File: src/rtl/bspa_pkg.sv
// Package: shared types and constants for the Biot-Savart point accumulator.
package bspa_pkg;

   localparam int POS_FRAC_BITS = 20;
   localparam int NUM_SHIFT = 2 * POS_FRAC_BITS - 24;
   localparam logic [31:0] INV4PI_Q32 = 32'd341782638;
   localparam int SAT_W = 48;
   localparam int ROOT_BITS = 34;
   localparam int NUM_W = 128;
   localparam int DEN_W = 104;
   localparam logic signed [SAT_W-1:0] SAT_POS = {1'b0, {(SAT_W-1){1'b1}}};
   localparam logic signed [SAT_W-1:0] SAT_NEG = {1'b1, {(SAT_W-1){1'b0}}};

   typedef enum logic [3:0] {
      ST_IDLE,
      ST_SQ,
      ST_ROOT,
      ST_R2,
      ST_R3,
      ST_CROSS,
      ST_NUM,
      ST_DIV,
      ST_ACC,
      ST_OUT
   } state_type;

   typedef struct packed {
      logic start;
      logic busy;
      logic done;
   } div_ctl_type;

endpackage

File: src/rtl/bspa_serial_div.sv
// Restoring divider: one quotient bit per cycle, saturating at 2^47-1.
module bspa_serial_div
   import bspa_pkg::*;
(
   input  logic              clock,
   input  logic              reset,
   input  logic              start,
   input  logic [NUM_W-1:0]  num,
   input  logic [DEN_W-1:0]  den,
   output div_ctl_type       ctl,
   output logic [SAT_W-2:0]  quot
);
   logic [NUM_W-1:0] num_ff, num_in;
   logic [NUM_W:0]   rem_ff, rem_in;
   logic [DEN_W-1:0] den_ff, den_in;
   logic [NUM_W-1:0] q_ff, q_in;
   logic [7:0]       cnt_ff, cnt_in;
   logic             sat_ff, sat_in;
   logic             busy_ff, busy_in;
   logic             done_ff, done_in;
   logic [NUM_W:0]   trial;
   logic [NUM_W-1:0] qn;

   always_comb begin
      num_in  = num_ff;
      rem_in  = rem_ff;
      den_in  = den_ff;
      q_in    = q_ff;
      cnt_in  = cnt_ff;
      sat_in  = sat_ff;
      busy_in = busy_ff;
      done_in = 1'b0;
      trial   = {rem_ff[NUM_W-1:0], num_ff[NUM_W-1]};
      qn      = {q_ff[NUM_W-2:0], 1'b0};
      if (start) begin
         num_in  = num;
         rem_in  = '0;
         den_in  = den;
         q_in    = '0;
         cnt_in  = 8'd0;
         sat_in  = 1'b0;
         busy_in = (den != '0);
         done_in = (den == '0);
      end else if (busy_ff) begin
         num_in = {num_ff[NUM_W-2:0], 1'b0};
         if (trial >= {{(NUM_W+1-DEN_W){1'b0}}, den_ff}) begin
            rem_in = trial - {{(NUM_W+1-DEN_W){1'b0}}, den_ff};
            qn[0]  = 1'b1;
         end else begin
            rem_in = trial;
         end
         q_in   = qn;
         cnt_in = cnt_ff + 8'd1;
         if (qn > {{(NUM_W-SAT_W+1){1'b0}}, {(SAT_W-1){1'b1}}}) begin
            sat_in  = 1'b1;
            busy_in = 1'b0;
            done_in = 1'b1;
         end else if (cnt_ff == 8'(NUM_W - 1)) begin
            busy_in = 1'b0;
            done_in = 1'b1;
         end
      end
   end

   always_ff @(posedge clock) begin
      if (reset) begin
         busy_ff <= 1'b0;
         done_ff <= 1'b0;
      end else begin
         busy_ff <= busy_in;
         done_ff <= done_in;
      end
      num_ff <= num_in;
      rem_ff <= rem_in;
      den_ff <= den_in;
      q_ff   <= q_in;
      cnt_ff <= cnt_in;
      sat_ff <= sat_in;
   end

   assign ctl.start = start;
   assign ctl.busy  = busy_ff;
   assign ctl.done  = done_ff;
   assign quot = sat_ff ? {(SAT_W-1){1'b1}} : q_ff[SAT_W-2:0];
endmodule
File: config.mk
export PLATFORM = sky130hd
export DESIGN_NAME = bspa_serial_div
export DESIGN_NICKNAME = d
export VERILOG_FILES = /design/src/rtl/bspa_pkg.sv /design/src/rtl/bspa_serial_div.sv
export SDC_FILE = /design/constraint.sdc
export NUM_CORES = 1
export LEC_CHECK = 0
export BUFFER_PORTS_ARGS = -buffer_cell sky130_fd_sc_hd__buf_4
export CAP_MARGIN = 20
export CORE_MARGIN = 2
export CORE_UTILIZATION = 54
export CTS_CLUSTER_SIZE = 30
export DETAILED_ROUTE_END_ITERATION = 8
export GPL_TIMING_DRIVEN = 0
export PLACE_DENSITY = 0.75
export SLEW_MARGIN = 20
export SYNTH_ARGS = -nofsm -noshare
export SYNTH_HDL_FRONTEND = slang
export SYNTH_SLANG_ARGS = --single-unit
export TNS_END_PERCENT = 20
File: constraint.sdc
create_clock -name clock -period 4.4 [get_ports clock]
set_input_delay 0.66 -clock clock [delete_from_list [all_inputs] [get_ports clock]]
set_output_delay 0.66 -clock clock [all_outputs]
set_load 0.01 [all_outputs]
[Word level (Yosys, flattened, before mapping)]
Cells that the tools add are included.
Word-level totals
  bits of input ports: 235
  bits in registers: 498
  word-level logic and storage cells: 32
  output and inout bits: 50
Operators by class
  multiplexer cells: 15
  equal/unequal tests: 1
  $lt $le $gt $ge: 2
  add/sub/neg operators: 2
  reduce and logical (&&, ||, !) cells: 4
Operators by type and width (count)
  128-bit two-way mux: 3
  129-bit by 104-bit greater-or-equal comparator with 1-bit output: 1
  128-bit by 47-bit > comparator with 1-bit output (second input constant): 1
  128-bit by 104-bit subtractor with 128-bit output: 1
  104-bit zero test: 1
  104-bit nonzero test: 1
  47-bit two-way mux: 1
  1-bit two-way mux: 11
  8-bit by 1-bit adder with 8-bit output (second input constant): 1
  8-bit by 7-bit equality test with 1-bit output (second input constant): 1
  2-bit AND reduction: 1
  2-bit nonzero test: 1

[Logic depth before layout (Yosys ltp)]
Gate-level depths: netlist (run 1).
  depth after elaboration: 8
  depth in mapped cells: 17
  depth with buffers taken out: 14

[Worst setup path before layout (run 1)]
OpenSTA, ideal clock, no wires.
  kind: input to register
  from: input start
  to: register num_ff[0] (enable)
  required time: 3.919 ns
  slack: 0.223 ns
  setup time: 0.481 ns
  buffers on the path: 2
  arrival: 3.695 ns
  stages: 4
  path through: clkbuf_1 nor2_1 clkbuf_1 inv_1
On the way
  longest elaborated chain between the ends: 1
Ends and longest elaborated chain
  start, declared: line bspa_serial_div.sv:7  | input logic start,
  2-bit nonzero test (no line)
  end signal, assigned: line bspa_serial_div.sv:73  | num_ff <= num_in;
  end, declared: line bspa_serial_div.sv:13  | logic [NUM_W-1:0] num_ff, num_in;
Every way passes these cells.
A chain may end at the register's enable or synchronous reset.

[Worst setup path in the final report (run 1)]
  from: register den_ff[25]
  to: register rem_ff[113]
On the way
  longest elaborated chain between the ends: 2
  elaborated cells between the ends (all ways): 3
Ends and longest elaborated chain
  start, declared: line bspa_serial_div.sv:15  | logic [DEN_W-1:0] den_ff, den_in;
  start signal, assigned: line bspa_serial_div.sv:75  | den_ff <= den_in;
  128-bit by 104-bit subtractor with 128-bit output / 129-bit by 104-bit greater-or-equal comparator with 1-bit output (equally long branches): line bspa_serial_div.sv:47, bspa_serial_div.sv:46
  128-bit two-way mux (*): line bspa_serial_div.sv:46  | if (trial >= {{(NUM_W+1-DEN_W){1'b0}}, den_ff}) begin
  end signal, assigned: line bspa_serial_div.sv:74  | rem_ff <= rem_in;
  end, declared: line bspa_serial_div.sv:14  | logic [NUM_W:0] rem_ff, rem_in;
Every way passes the cells marked *; elsewhere a longest branch is shown, timed or not.

==> qor.csv, run 1 <==
stage;metric;value;unit
timing;timing.final.crit_share;98.72;%
run;max_cap_viol_count;0;
worst_setup_path;critPathTopFamily;compound AO/OA/AOI/OAI gates;
floorplan;fp-row-count;82;
global_route;grt_use_total;33.18;%
detailed_routing;drt_first_iter_violations;1997;
detailed_routing;wl_per_cell;22.18;um
worst_setup_path;critical_path_required;4.92;ns
clocking;cts.clk_slew.worst_paths;0.06;ns
worst_setup_path;cp_slowest_stage_delay;0.62;ns
floorplan;coreArea;0.05007;mm^2
logic_synthesis;synth_area_leaders;edfxtp_1 (26%), dfxtp_1 (20%), mux2_2 (5.3%), mux2i_1 (5.0%), ha_1 (4.8%);
worst_setup_path;critPathLaunchType;flip-flop;
timing;finalWorstSetupSlack;0.05645;ns
worst_setup_path;reg2reg_slack;0.06;ns
clocking;cts_made_buffers;54;
worst_setup_path;reg2reg_depth;15;
clocking;clock_latency;0.64;ns
min_path;hold_depth;2;
clocking;cts_max_level;2;
outcome;status;completed;
min_path;min-delay-start;reset;
worst_setup_path;cp_num_buf_inv;3;
clocking;clk_path_buf_depth;3;
worst_setup_path;worstReg2RegStart;den_ff[25];
floorplan;design.die.area;0.05235;mm^2
clocking;clockRootBuffer;clkbuf_16;
floorplan;start_util;54.50;%
clocking;cts_tree;yes;
logic_synthesis;synth_edf_count;232;
worst_setup_path;arrival;4.87;ns
timing;max_freq;230.2;MHz
logic_synthesis;yosysUniqueCellTypes;68;
floorplan;io-pin-count;285;
global_route;grt_antenna_before_repair;2;
worst_setup_path;cp_cell_sequence;inv_1, ha_1, clkbuf_1, nand4_1, nor4_4, nand4_1, o221ai_4, a221oi_2, a22oi_2, buf_4, a21oi_1, o21ai_0, nor2_1, mux2i_1, a221o_1;
timing;setup_viol;0;
global_route;globalRouteOverflowTotal;0;
global_route;grt_pass1_vias;23972;
timing;tightest_slew;1.064;ns
min_path;holdCritPathClass;primary input to flip-flop;
detailed_routing;routed_wl;88.80;mm
logic_synthesis;synth_top_area_share;25.53;%
clocking;cts_sinks;498;
detailed_routing;drc;0;
timing;rsz0062_at_grt;yes;
worst_setup_path;worst-path-max-fanout;9;
logic_synthesis;ys_warn_count;0;
placed_design;gp_congestion;1.049;
timing;drv_slew;0;
finish;areaGrowthSynthToFinish;19.46;%
floorplan;die_x;228.8;um
floorplan;dieHeight;228.8;um
worst_setup_path;slowest_stage;o21ai_0;
finish;final_common_cell;nor2_1;
logic_synthesis;synth-seq-cells;498;
clocking;hold_buffers;0;
timing;relSlewSlack;29.05;%
power_and_ir_drop;p_per_area;437.6;mW/mm^2
finish;layout_common_cells;nor2_1 (332), nand2_1 (298), buf_4 (297);
detailed_routing;ant_nets;0;
logic_synthesis;syn_area;0.02729;mm^2
logic_synthesis;synth_cells;2937;
detailed_routing;viasPerCell;6.005;
timing;period_needed;4.344;ns
logic_synthesis;synth-main-ff-cell;dfxtp_1;
worst_setup_path;end_kind;flip-flop;
timing;hold_violations;0;
detailed_routing;num_vias;24044;
placed_design;io_buffers;284;
power_and_ir_drop;p_leak;0.01337;uW
finish;nFillCells;4148;
global_route;grt_pass1_wl;135.9;mm
min_path;hold-path-endpoint;done_ff;
finish;insertedDiodeCount;0;
detailed_routing;dr.pass1.iters;7;
power_and_ir_drop;irDropWorstVdd;0.4348;mV
logic_synthesis;ys_seq_area_share;45.04;%
worst_setup_path;cpMostUsedCell;nand4_1;
logic_synthesis;async_reset_ff_share;0;%
timing;skew;0.04253;ns
logic_synthesis;syn_area_per_cell;9.291;um^2
worst_setup_path;critical_path_class;flip-flop to flip-flop;
logic_synthesis;syn_nets;3278;
worst_setup_path;reg2reg_to;rem_ff[113];
placed_design;post-place-ws;-0.9044;ns
global_route;grt_max_degree;107;
finish;drive_gt1_share;18.88;%
finish;final_core_util;65.11;%
logic_synthesis;yosys.area.top_type;edfxtp_1;
placed_design;hpwl;66.48;mm
finish;num-nets-final;3627;
metrics by stage:
stage	setup TNS (ns)	total power, uW	std cells	instance area (um^2)	hold WS, ns
after floorplan	0	8035	2937	27290	0.4299
after global placement	-431.39	9134	3893	30260	0.4670
after detailed placement	-62.32	9189	3896	30340	0.4759
after CTS	-0.1422	14180	4000	32420	0.1559
after global routing	-0.4274	14870	4004	32600	0.1704
final	0	14270	4004	32600	0.1851
worst max path at each step:
stage / startpoint / endpoint / slack (ns) / depth (start not counted)
3_3_place_gp: start / num_ff[100] / -2.94 / 5
4_1_cts: rem_ff[104] / rem_ff[63] / -0.06 / 13
3_5_place_dp: den_ff[28] / rem_ff[44] / -0.90 / 15
6_report: den_ff[25] / rem_ff[113] / 0.06 / 15
5_1_grt: den_ff[26] / rem_ff[96] / -0.05 / 16
2_1_floorplan: start / num_ff[0] / 0.22 / 4
layout make-up:
| class | instances | area [um^2] | share of cell area (%) |
|---|---|---|---|
| clock buffer | 66 | 1456 | 4.467 |
| clock inverter | 36 | 503.0 | 1.543 |
| tap | 672 | 840.8 | 2.579 |
| sequential | 498 | 12290 | 37.70 |
| multi-input combinational | 2120 | 13970 | 42.84 |
| buffer | 175 | 763.2 | 2.341 |
| inverter | 143 | 541.8 | 1.662 |
| timing repair buffer | 294 | 2236 | 6.859 |
per-layer routing:
layer	track usage, %	vias to the layer above	routed length (um)
met1	42.47	11536	36680
met3	7.597	205	7744
met5	0	-	14
met4	13.53	2	3457
li1	-	11273	-
met2	54.33	1028	40900
what timing repair did:
item / CTS / global route
resized for setup: 24 / 33
pin swaps: 2 / 5
setup endpoints to repair: 128 / 121
buffers inserted: 3 / 3
power by group:
part | internal, uW | switching, uW | total, uW
Sequential | 5270 | 248 | 5520
Clock | 2960 | 2000 | 4970
Combinational | 1410 | 2370 | 3780
Total | 9650 | 4620 | 14300
registers in the layout, summed over array words and instances, names as in the netlist:
name     flops
busy_ff      1
cnt_ff       8
den_ff     104
done_ff      1
num_ff     128
q_ff       127
rem_ff     128
sat_ff       1
synth_stat cells (all sizes together), types with 6 or more instances:
cell type	instances
dfxtp	266
or4	8
nor4b	7
a21oi	218
a211oi	26
o211ai	16
and2	8
nor2	334
xor2	47
a21o	42
o31ai	6
inv	143
nor3	49
buf	37
a311oi	58
edfxtp	232
a31oi	7
or3	18
ha	105
nand2b	10
a22oi	9
mux2i	135
nor4	65
o21ai	158
xnor2	70
clkbuf	139
a21boi	12
nor2b	9
o21bai	38
o21a	12
mux2	128
or2	54
nand4	83
nand3	29
nand2	298
and3	7
logic make-up after synthesis:
logic type	after synthesis	synth area share, %
buf+inv	319	4.599
fa+ha+maj	106	4.888
flops	498	45.04
mux	263	10.23
xor+xnor	117	3.755
simple gates	990	16.77
compound gates	644	14.71
Note: power is estimated with default switching activity, not from simulation.
==> inputs of run 2 (changes only) <==
- ABC_AREA: unset -> 1
- CORE_UTILIZATION: 54 -> 55
- PLACE_DENSITY: 0.75 -> 0.76
==> run 2 against run 1 <==
Die area increased by 14%. Register-to-register slack improved by 0.46 ns. Hold slack improved by 0.013 ns. Combinational power increased to 3.8 times the previous value. Clock skew increased by 0.0033 ns.
==> qor.csv, run 2 <==
stage;metric;value;unit;change
clocking;cts_made_buffers;52;;-3.7%
finish;final_common_cell;nand2_1;;
floorplan;fp-row-count;88;;+7.3%
timing;skew;0.04587;ns;+0.003341 ns
worst_setup_path;arrival;4.40;ns;-0.47 ns
floorplan;start_util;55.41;%;+0.91 points
finish;layout_common_cells;nand2_1 (1975), inv_1 (825), nor2_1 (325);;
global_route;grt_pass1_vias;30532;;+27%
timing;drv_slew;0;;unchanged
power_and_ir_drop;clockPowerShare;18.2;%;-17 points
timing;period_needed;3.881;ns;-0.4625 ns
logic_synthesis;synth_cells;4853;;+65%
clocking;hold_buffers;0;;unchanged
timing;rsz0062_at_grt;no;;
timing;max_freq;257.7;MHz;+12%
power_and_ir_drop;internal_power;12610;uW;+31%
clocking;cts.clk_slew.worst_paths;0.06;ns;about the same
placed_design;io_buffers;284;;unchanged
clocking;clk_path_buf_depth;3;;unchanged
logic_synthesis;synth_top_area_share;23.28;%;-2.3 points
power_and_ir_drop;p_leak;0.01922;uW;+44%
detailed_routing;dr.pass1.iters;7;;unchanged
logic_synthesis;ys_warn_count;0;;unchanged
timing;relSlewSlack;30.78;%;+1.7 points
logic_synthesis;syn_area_per_cell;6.563;um^2;-29%
clocking;cts_max_level;2;;unchanged
floorplan;dieHeight;244.6;um;+6.9%
timing;fin_tns_setup;0;ns;unchanged
logic_synthesis;synth_edf_count;232;;unchanged
run;max_cap_viol_count;0;;unchanged
clocking;clockRootBuffer;clkbuf_16;;
finish;num-nets-final;5533;;+53%
min_path;holdCritPathClass;primary input to flip-flop;;
floorplan;io-pin-count;285;;unchanged
detailed_routing;routed_wl;119.9;mm;+35%
finish;finalInstanceArea;0.03677;mm^2;+13%
global_route;grt_pass1_wl;176.6;mm;+30%
timing;hold_violations;0;;unchanged
logic_synthesis;ys_seq_area_share;38.60;%;-6.4 points
power_and_ir_drop;irDropWorstVdd;0.4484;mV;+3.1%
placed_design;hpwl;97.74;mm;+47%
clocking;cts_sinks;498;;unchanged
global_route;grt_max_degree;108;;+0.93%
global_route;grt_use_total;39.37;%;+6.2 points
logic_synthesis;syn_area;0.03185;mm^2;+17%
power_and_ir_drop;power.switching;12510;uW;+170%
floorplan;coreArea;0.05748;mm^2;+15%
logic_synthesis;async_reset_ff_share;0;%;unchanged
logic_synthesis;synth.most_common_cell;nand2_1;;
outcome;status;completed;;
clocking;cts_tree;yes;;
clocking;clock_latency;0.65;ns;about the same
logic_synthesis;synth-seq-cells;498;;unchanged
worst_setup_path;critical_path_class;flip-flop to flip-flop;;
worst_setup_path;critPathLaunchType;flip-flop;;
detailed_routing;wl_per_cell;19.99;um;-9.9%
worst_setup_path;critPathTopFamily;simple AND/OR/NAND/NOR gates;;
placed_design;placed_area;0.03499;mm^2;+15%
logic_synthesis;yosys.area.top_type;nand2_1;;
clocking;cts_resized;0;;-100%
global_route;grt_antenna_before_repair;4;;+2
finish;drive_gt1_share;8.672;%;-10 points
finish;largestRegisters;num_ff: 128 flops, rem_ff: 128 flops, q_ff: 127 flops;;
logic_synthesis;syn_nets;5194;;+58%
worst_setup_path;cp_num_buf_inv;3;;unchanged
floorplan;design.die.area;0.05985;mm^2;+14%
detailed_routing;ant_nets;0;;unchanged
detailed_routing;drt_first_iter_violations;3129;;+57%
power_and_ir_drop;p_sw_share;49.80;%;+17 points
timing;timing.final.crit_share;88.21;%;-11 points
finish;areaGrowthSynthToFinish;15.45;%;
logic_synthesis;synth_area_leaders;nand2_1 (23%), edfxtp_1 (22%), dfxtp_1 (17%), inv_1 (9.7%), nand3_1 (4.4%);;
timing;setup_viol;0;;unchanged
worst_setup_path;worst-path-max-fanout;10;;+1
logic_synthesis;ys_top_cells_by_count;nand2_1 (1975), inv_1 (825), nor2_1 (325);;
worst_setup_path;slowest_stage;nor4_1;;
timing;tightest_slew;1.029;ns;-0.03552 ns
worst_setup_path;cp_cell_sequence;inv_1, ha_1, nand2_1, nor2_1, nand4_1, nor4_1, nand3_1, nor2_2, nor2_4, nand2_4, buf_12, buf_8, nand3_1, nand2_1, nand2_1;;
placed_design;gp_congestion;1.164;;+11%
detailed_routing;num_vias;32841;;+37%
power_and_ir_drop;p_per_area;683.2;mW/mm^2;+56%
logic_synthesis;synth-main-ff-cell;dfxtp_1;;
floorplan;die_x;244.6;um;+6.9%
worst_setup_path;cp_slowest_stage_delay;0.83;ns;+0.21 ns
power_and_ir_drop;comb_power_share;57.1;%;+31 points
power_and_ir_drop;p_total;25120;uW;+76%
global_route;globalRouteOverflowTotal;0;;unchanged
detailed_routing;viasPerCell;5.473;;-8.9%
clocking;cts_setup_buffers;0;;-3
logic_synthesis;yosysUniqueCellTypes;46;;-32%
detailed_routing;drc;0;;unchanged
worst_setup_path;critical_path_required;4.92;ns;about the same
power_and_ir_drop;seqPwrFrac;24.7;%;-14 points
worst_setup_path;end_kind;flip-flop;;
worst_setup_path;cpMostUsedCell;nand2_1;;
## run 2: cell types whose count changed in the layout (fill, tap and decap cells not counted), sizes merged, moves of 75 or more
cell / change
a21oi: -75
inv: +701
mux2: -128
mux2i: -135
nand2: +1685
nand3: +253
nand3b: +77
o21ai: -88
o22ai: +122
## run 2: logic make-up after synthesis
kind of cell | after synthesis | synth area share (%)
XOR/XNOR | 59 | 1.623
buffers and inverters | 972 | 11.99
flip-flops | 498 | 38.60
adder cells (fa/ha/maj) | 106 | 4.188
AND/OR/NAND/NOR | 2851 | 37.13
AO/OA/AOI/OAI | 367 | 6.482
## run 2: routing by layer
metal | GRT usage (%) | wire (um) | up-vias
met4 | 25.97 | 9258 | 6
met5 | 0 | 39 | -
li1 | - | - | 15919
met1 | 49.57 | 47190 | 14956
met2 | 60.65 | 50900 | 1576
met3 | 8.998 | 12550 | 384
## run 2: power by group through the flow
| stage | Clock (uW) | Combinational, uW | Sequential (uW) |
|---|---|---|---|
| 2_1_floorplan | 0 | 9140 | 6070 |
| 3_3_place_gp | 0 | 13600 | 6260 |
| 3_5_place_dp | 0 | 13700 | 6260 |
| 4_1_cts | 4600 | 13700 | 6180 |
| 5_1_grt | 4770 | 15400 | 6280 |
| 6_report | 4560 | 14300 | 6210 |
## run 2: worst paths after layout
| kind | start | slack (ns) | cells past startpoint | to |
|---|---|---|---|---|
| setup / recovery | den_ff[6] | 0.52 | 15 | rem_ff[90] |
| hold / removal | reset | 0.20 | 2 | done_ff |
| hold reg to reg | rem_ff[127] | 0.47 | 2 | rem_ff[127] |
| setup reg to reg | den_ff[6] | 0.52 | 15 | rem_ff[90] |
## run 2: cell type report
cell class | count | area [um^2]
well taps | 765 | 957.2
repair buffers | 285 | 2163
clock buffers | 75 | 1529
flip-flops and latches | 498 | 12290
clock inverters | 22 | 249.0
fillers | 5466 | 20710
multi-input cells | 3383 | 15750
diodes | 1 | 2.502
plain buffers | 125 | 650.6
inverters | 847 | 3179
## run 2: stage by stage
step / utilization (%) / hold WS, ns / setup WS [ns] / cells
5_1_grt: 63.97 / 0.1893 / 0.5126 / 6000
6_report: 63.97 / 0.1985 / 0.5189 / 6001
2_1_floorplan: - / 0.4268 / 1.132 / 4853
4_1_cts: 63.97 / 0.1743 / 0.7951 / 6000
3_5_place_dp: 60.87 / 0.4490 / 0.1329 / 5903
3_3_place_gp: 60.79 / 0.4440 / -1.209 / 5902
